===== src/rtl/core/aadrc_pkg.sv =====
// Package for the anti-aliased disc / ring coverage shader.
// Widths, register map, item structs and shared constants.
// No dependencies; imported by every module of the block.
`default_nettype none

package aadrc_pkg;

  // Pixel coordinate width; Q8_BITS follows from it, and the datapath widths in part.
  localparam int COORD_BITS  = 16;
  localparam int Q8_BITS     = COORD_BITS + 8;
  localparam int CFG_BITS    = 24;
  localparam int RADIUS_BITS = 23;
  localparam int COLOR_BITS  = 24;
  localparam int ALPHA_BITS  = 8;
  localparam int ARGB_BITS   = 32;

  localparam int DIFF_BITS = ((Q8_BITS > CFG_BITS) ? Q8_BITS : CFG_BITS) + 1;
  localparam int ABS_BITS  = DIFF_BITS - 1;
  localparam int SQ_BITS   = 2 * ABS_BITS;
  localparam int SUM_BITS  = SQ_BITS + 1;
  localparam int SAT_BITS  = 64;
  localparam int RAD_BITS  = (SUM_BITS > SAT_BITS) ? SAT_BITS : SUM_BITS;
  localparam int ROOT_BITS = (RAD_BITS + 1) / 2;
  localparam int RADP_BITS = 2 * ROOT_BITS;
  localparam int COV_BITS  = ((ROOT_BITS > CFG_BITS) ? ROOT_BITS : CFG_BITS) + 3;

  // Stages: diff, abs, square, sum, one per root bit, coverage, output.
  localparam int LATENCY = ROOT_BITS + 6;

  localparam int HALF_PIXEL_Q8 = 128;
  localparam int COV_FULL      = 256;
  localparam int ALPHA_MAX     = 255;
  localparam int ALPHA_SHIFT   = 24;

  localparam logic SHAPE_DISC = 1'b0;
  localparam logic SHAPE_RING = 1'b1;

  // APB register map, one 32-bit word per register.
  localparam int IDX_BITS  = 3;
  localparam int ADDR_BITS = IDX_BITS + 2;
  localparam int DATA_BITS = 32;

  typedef enum logic [IDX_BITS-1:0] {
    REG_CENTER_X   = 3'd0,
    REG_CENTER_Y   = 3'd1,
    REG_DISC_RAD   = 3'd2,
    REG_MID_RAD    = 3'd3,
    REG_HALF_WIDTH = 3'd4,
    REG_SHAPE_MODE = 3'd5,
    REG_BASE_COLOR = 3'd6
  } cfg_reg_t;

  typedef struct packed {
    logic signed [COORD_BITS-1:0] pixel_x;
    logic signed [COORD_BITS-1:0] pixel_y;
  } pix_in_t;

  typedef struct packed {
    logic signed [COORD_BITS-1:0] out_x;
    logic signed [COORD_BITS-1:0] out_y;
    logic [ALPHA_BITS-1:0]        coverage_alpha;
    logic                         write_pixel;
    logic [ARGB_BITS-1:0]         argb_word;
  } pix_out_t;

  // Item tag that rides alongside the root pipeline.
  typedef struct packed {
    logic    valid;
    pix_in_t pix;
  } pix_tag_t;

endpackage

`default_nettype wire


===== src/rtl/core/aadrc_sqrt.sv =====
// Pipelined floor square root, one root bit per stage.
// Carries the item tag alongside. Depends on aadrc_pkg.
`default_nettype none

module aadrc_sqrt
  import aadrc_pkg::*;
(
  input  wire logic                 clk,
  input  wire logic                 rst_n,
  input  wire pix_tag_t             in_tag,
  input  wire logic [RADP_BITS-1:0] in_n,
  output pix_tag_t                  out_tag,
  output logic [ROOT_BITS-1:0]      out_root
);

  localparam int REM_BITS = ROOT_BITS + 1;
  localparam int CUR_BITS = REM_BITS + 2;

  logic                 v_r    [ROOT_BITS];
  pix_in_t              pix_r  [ROOT_BITS];
  logic [REM_BITS-1:0]  rem_r  [ROOT_BITS];
  logic [ROOT_BITS-1:0] root_r [ROOT_BITS];
  logic [RADP_BITS-1:0] n_r    [ROOT_BITS-1];

  for (genvar s = 0; s < ROOT_BITS; s++) begin : g_stage
    logic                 v_src;
    pix_in_t              pix_src;
    logic [REM_BITS-1:0]  rem_src;
    logic [ROOT_BITS-1:0] root_src;
    logic [RADP_BITS-1:0] n_src;
    logic [CUR_BITS-1:0]  cur_w;
    logic [CUR_BITS-1:0]  trial_w;
    logic                 take_w;

    if (s == 0) begin : g_first
      assign v_src    = in_tag.valid;
      assign pix_src  = in_tag.pix;
      assign rem_src  = '0;
      assign root_src = '0;
      assign n_src    = in_n;
    end else begin : g_next
      assign v_src    = v_r[s-1];
      assign pix_src  = pix_r[s-1];
      assign rem_src  = rem_r[s-1];
      assign root_src = root_r[s-1];
      assign n_src    = n_r[s-1];
    end

    // bring down the next radicand bit pair, try 4*root+1
    assign cur_w   = {rem_src, n_src[RADP_BITS-1 -: 2]};
    assign trial_w = CUR_BITS'({root_src, 2'b01});
    assign take_w  = (cur_w >= trial_w);

    always_ff @(posedge clk) begin
      if (!rst_n) begin
        v_r[s] <= 1'b0;
      end else begin
        v_r[s] <= v_src;
      end
    end

    always_ff @(posedge clk) begin
      pix_r[s]  <= pix_src;
      rem_r[s]  <= take_w ? REM_BITS'(cur_w - trial_w) : cur_w[REM_BITS-1:0];
      root_r[s] <= {root_src[ROOT_BITS-2:0], take_w};
    end

    if (s < ROOT_BITS - 1) begin : g_shift
      always_ff @(posedge clk) begin
        n_r[s] <= n_src << 2;
      end
    end
  end

  assign out_tag.valid = v_r[ROOT_BITS-1];
  assign out_tag.pix   = pix_r[ROOT_BITS-1];
  assign out_root      = root_r[ROOT_BITS-1];

  // remainder of a floor root never exceeds twice the root
  a_rem_bound: assert property (@(posedge clk) disable iff (!rst_n)
    out_tag.valid |-> (rem_r[ROOT_BITS-1] <= {root_r[ROOT_BITS-1], 1'b0}))
    else $error("sqrt remainder out of range");

  a_valid_lat: assert property (@(posedge clk) disable iff (!rst_n)
    out_tag.valid |-> $past(in_tag.valid, ROOT_BITS))
    else $error("sqrt valid without matching entry");

  a_pix_carry: assert property (@(posedge clk) disable iff (!rst_n)
    out_tag.valid |-> (out_tag.pix == $past(in_tag.pix, ROOT_BITS)))
    else $error("sqrt tag corrupted in flight");

endmodule

`default_nettype wire


===== config.mk =====
export PLATFORM = sky130hd
export DESIGN_NAME = aadrc_sqrt
export DESIGN_NICKNAME = d
export VERILOG_FILES = /design/src/rtl/core/aadrc_pkg.sv /design/src/rtl/core/aadrc_sqrt.sv
export SDC_FILE = /design/constraint.sdc
export NUM_CORES = 2
export LEC_CHECK = 0
export ABC_AREA = 1
export ABC_CLOCK_PERIOD_IN_PS = 1600
export BUFFER_PORTS_ARGS = -buffer_cell sky130_fd_sc_hd__buf_2
export CAP_MARGIN = 25
export CORE_MARGIN = 5
export CORE_UTILIZATION = 40
export CTS_BUF_LIST = sky130_fd_sc_hd__clkbuf_8
export DETAILED_ROUTE_END_ITERATION = 8
export PLACE_DENSITY = 0.68
export SLEW_MARGIN = 40
export SYNTH_ARGS = -nofsm -noshare
export SYNTH_HDL_FRONTEND = slang
export SYNTH_SLANG_ARGS = --single-unit

===== constraint.sdc =====
create_clock -name clk -period 1.6 [get_ports clk]
set_input_delay 0.32 -clock clk [delete_from_list [all_inputs] [get_ports clk]]
set_output_delay 0.32 -clock clk [all_outputs]
set_load 0.01 [all_outputs]

==> metrics.log <==
INFO  metric worstHoldPathType = reg -> reg
INFO  metric finalWirelength = 247000 µm
INFO  metric worst-endpoint-required = 2.49 ns
INFO  metric hold_depth = 0
INFO  metric antenna_violating_nets_post_route = 0
INFO  metric critPathKind = reg -> reg
INFO  metric netlist-cell-type-count = 62
INFO  metric rsz_0062_raised_after_global_routing = true
INFO  metric design.final.nets = 13.4k
INFO  metric yosys_register_bits = 2339
INFO  metric period_minus_slack = 2.03 ns
INFO  metric post_synth_and_or_nand_nor_area_fraction = 23.8%
INFO  metric post_synth_inst_count = 10.2k
INFO  metric synth_area = 84500 µm²
INFO  metric worst_setup_path_end_kind = register
INFO  metric grt_remaining_overflow = 0
INFO  metric grt_usage = 21.3%
INFO  metric mostFrequentLayoutCell = nand2_1
INFO  metric adder_and_majority_gate_portion_of_the_synthesized_area = 5.21%
INFO  metric numPlacedInstances = 14.9k
INFO  metric floorplan.die.width = 470 µm
INFO  metric dr.first_iter.drc_count = 3999
INFO  metric share_of_layout_cells_above_drive_strength_1 = 40.5%
INFO  metric clock_skew = 0.0963 ns
INFO  metric longest_individual_stage_delay_on_the_worst_path = 0.37 ns
INFO  metric power.ir.vdd_worst = 1.15 mV
INFO  metric synth_flop_cell = dfxtp_1
INFO  metric yosysWarningCount = 0
INFO  metric fmax = 493 MHz
INFO  metric stdcell_count = 16.1k
INFO  metric worstPathCellList = inv_2 > ha_4 > nand2_4 > nor2_4 > o21ai_2 > nand2_2 > nand2_2 > nand2_4 > a21oi_4 > buf_6 > buf_16 > o21ai_2
INFO  metric detailedRoute.firstPassIterationCount = 6
INFO  metric synth.largest_area_cell = dfxtp_1
INFO  metric viasPerCell = 4.53
INFO  metric grt_pass1_vias = 72.9k
INFO  metric cts_root_buf = clkbuf_8
INFO  metric power_leakage = 0.0624 µW
INFO  metric ctsLongestPathBuffers = 4
INFO  metric synth_sequential_area_ratio = 55.4%
INFO  metric layout.cells.most_common_list = nand2_1 (2316), buf_4 (1975), dfxtp_1 (1919)
INFO  metric clock_tree_from_tritoncts = done
INFO  metric tritoncts.num_buffers = 378
INFO  metric grt_first_pass_wirelength = 382000 µm
INFO  metric cts.htree.levels = 5
INFO  metric drc_errors = 0
INFO  metric place_congestion = 0.924
INFO  metric setup-tns-final = -144.99 ns
INFO  metric hpwlAfterDp = 181000 µm
INFO  metric slew_viol_final = 0
INFO  metric synth_enable_flop_cells = 0
INFO  metric synth.area.top_cells = dfxtp_1 (55%), nand2_1 (13%), inv_1 (7.3%)
INFO  metric critical_path.startpoint_type = register
INFO  metric worst_path_dominant_cell_family = compound AO/OA/AOI/OAI gates
INFO  metric combinational_family_with_the_most_area_after_synthesis = simple AND/OR/NAND/NOR gates
INFO  metric nFillCells = 17.8k
INFO  metric vias = 72.7k
INFO  metric core_area = 210000 µm²
INFO  metric drt-wirelength-per-cell = 15.4 µm
INFO  metric worstSkewPairLatency = 1.07 ns
INFO  metric areaGrowthSynthToFinish = 49.4%
INFO  metric die_area = 221000 µm²
INFO  metric storage_element_area = 47500 µm²
INFO  metric violations = setup timing
INFO  metric synth-compound-area-share = 4.76%
INFO  metric synth.net_count = 10.6k
INFO  metric synth_xor_area_share = 2.56%
INFO  metric grt_max_degree = 27
INFO  metric minimum_setup_slack_in_the_final_design = -0.427 ns
INFO  metric initial_core_util = 40.3%
INFO  metric netlist.area_leader.share = 55.4%
INFO  metric path_max_fanout = 6
INFO  metric synth-async-reset-ratio = 0%
INFO  metric rows = 168
INFO  metric worst_ep_arrival_time = 2.92 ns
INFO  metric synthMuxAreaShare = 0%
INFO  metric run_status = finished, violations left
INFO  metric die_height = 470 µm
INFO  metric critical_path.n_buffers_inverters = 3
INFO  metric timing.max_cap.violations = 0
INFO  metric boundaryPins = 143
INFO  metric cts.clk_slew.worst_paths = 0.06 ns
INFO  metric worst-r2r-cell-count = 12
INFO  metric antenna_found_initial = 6
INFO  metric timing.final.crit_share = 127%
INFO  metric finalHoldViolations = 0
INFO  metric multi_input_comb_area = 40800 µm²
INFO  metric tritoncts_num_sinks = 2339
INFO  metric synth_area_per_cell = 8.29 µm²
INFO  metric p_per_area = 1460 nW/µm²
INFO  metric portBuffers = 142
INFO  metric timing.critical_path.slowest_stage_cell = dfxtp_4
INFO  metric timing.final.setup_violations = 658
INFO  metric critical_path_cell_count = 12
logic make-up after synthesis:
group                      after synthesis
other                                    1
DFF                                   2339
xor gates and xnor gates               247
buffers and inverters                 1752
AOI/OAI and AO/OA                      714
and+or+nand+nor                       4789
adders and majority gates              352
layer usage:
metal	GRT usage [%]	up-vias	share of wire, %
li1	-	37039	-
met1	28.4	33595	46
met2	35.8	1690	47
met3	3.50	418	4.7
met4	6.17	2	2.5
met5	0	-	0.0053
power breakdown:
part / internal [µW] / switching (µW)
clock: 28300 / 22500
sequential: 66500 / 6660
combinational: 29500 / 30800
total: 124000 / 60000
state kept, by name, summed over array words and instances (netlist names):
name	flops
pix_r	800
n_r	600
rem_r	589
root_r	325
v_r	25
final timing paths:
| path | from | to | slack (ns) |
|---|---|---|---|
| worst max-delay path | root_r[1][151] | rem_r[3][87] | -0.43 |
| worst min-delay path | n_r[1][35] | n_r[1][85] | 0.25 |
| worst max register to register | root_r[1][151] | rem_r[3][87] | -0.43 |
| worst min register to register | n_r[1][35] | n_r[1][85] | 0.25 |
stage by stage:
step                      hold slack, ns  power [µW]  utilization [%]  setup WS, ns  area (µm²)
after CTS                         0.0871      180000             57.4        -0.402      121000
final                              0.255      184000             60.2        -0.427      126000
after global placement             0.310      123000             50.7        -0.631      106000
after floorplan                    0.310       98100                -       -0.0845       88700
after global routing               0.188      195000             60.2        -0.532      126000
after detailed placement           0.312      124000             50.7        -0.609      106000
final cells by class:
cell class | instances | area share (%)
inverter | 1677 | 5.09
clock inverter | 192 | 1.03
clock buffer | 456 | 4.97
timing repair inverter | 4 | 0.0337
sequential | 2339 | 37.6
antenna | 2 | 0.00396
timing repair buffer | 2473 | 16.2
tap | 2805 | 2.78
multi-input combinational | 6105 | 32.3
cells in the mapped netlist, drive strengths merged, types with 75 or more instances:
library cell	n
a21oi	358
dfxtp	2339
ha	352
inv	1676
nand2	3071
nand3	530
nand3b	75
nand4	150
nor2	835
nor3	75
o21ai	308
xnor2	123
xor2	124
worst register-to-register path, stage by stage (launching register included):
cell and delay, ns:
dfxtp_4 0.37, inv_2 0.05, ha_4 0.24, nand2_4 0.08
nor2_4 0.05, o21ai_2 0.16, nand2_2 0.09, nand2_2 0.09
nand2_4 0.08, a21oi_4 0.26, buf_6 0.17, buf_16 0.15
o21ai_2 0.06
timing repair:
action / 4_1_cts / 5_1_grt
resized for setup: 998 / 1402
hold buffers: 169 / 0
setup buffers: 179 / 110
endpoints found under the hold margin: 108 / 0
cloned: 26 / 26
endpoints found under the setup margin: 667 / 668
pin swaps: 274 / 481
Power figures use the tool's default switching activity.
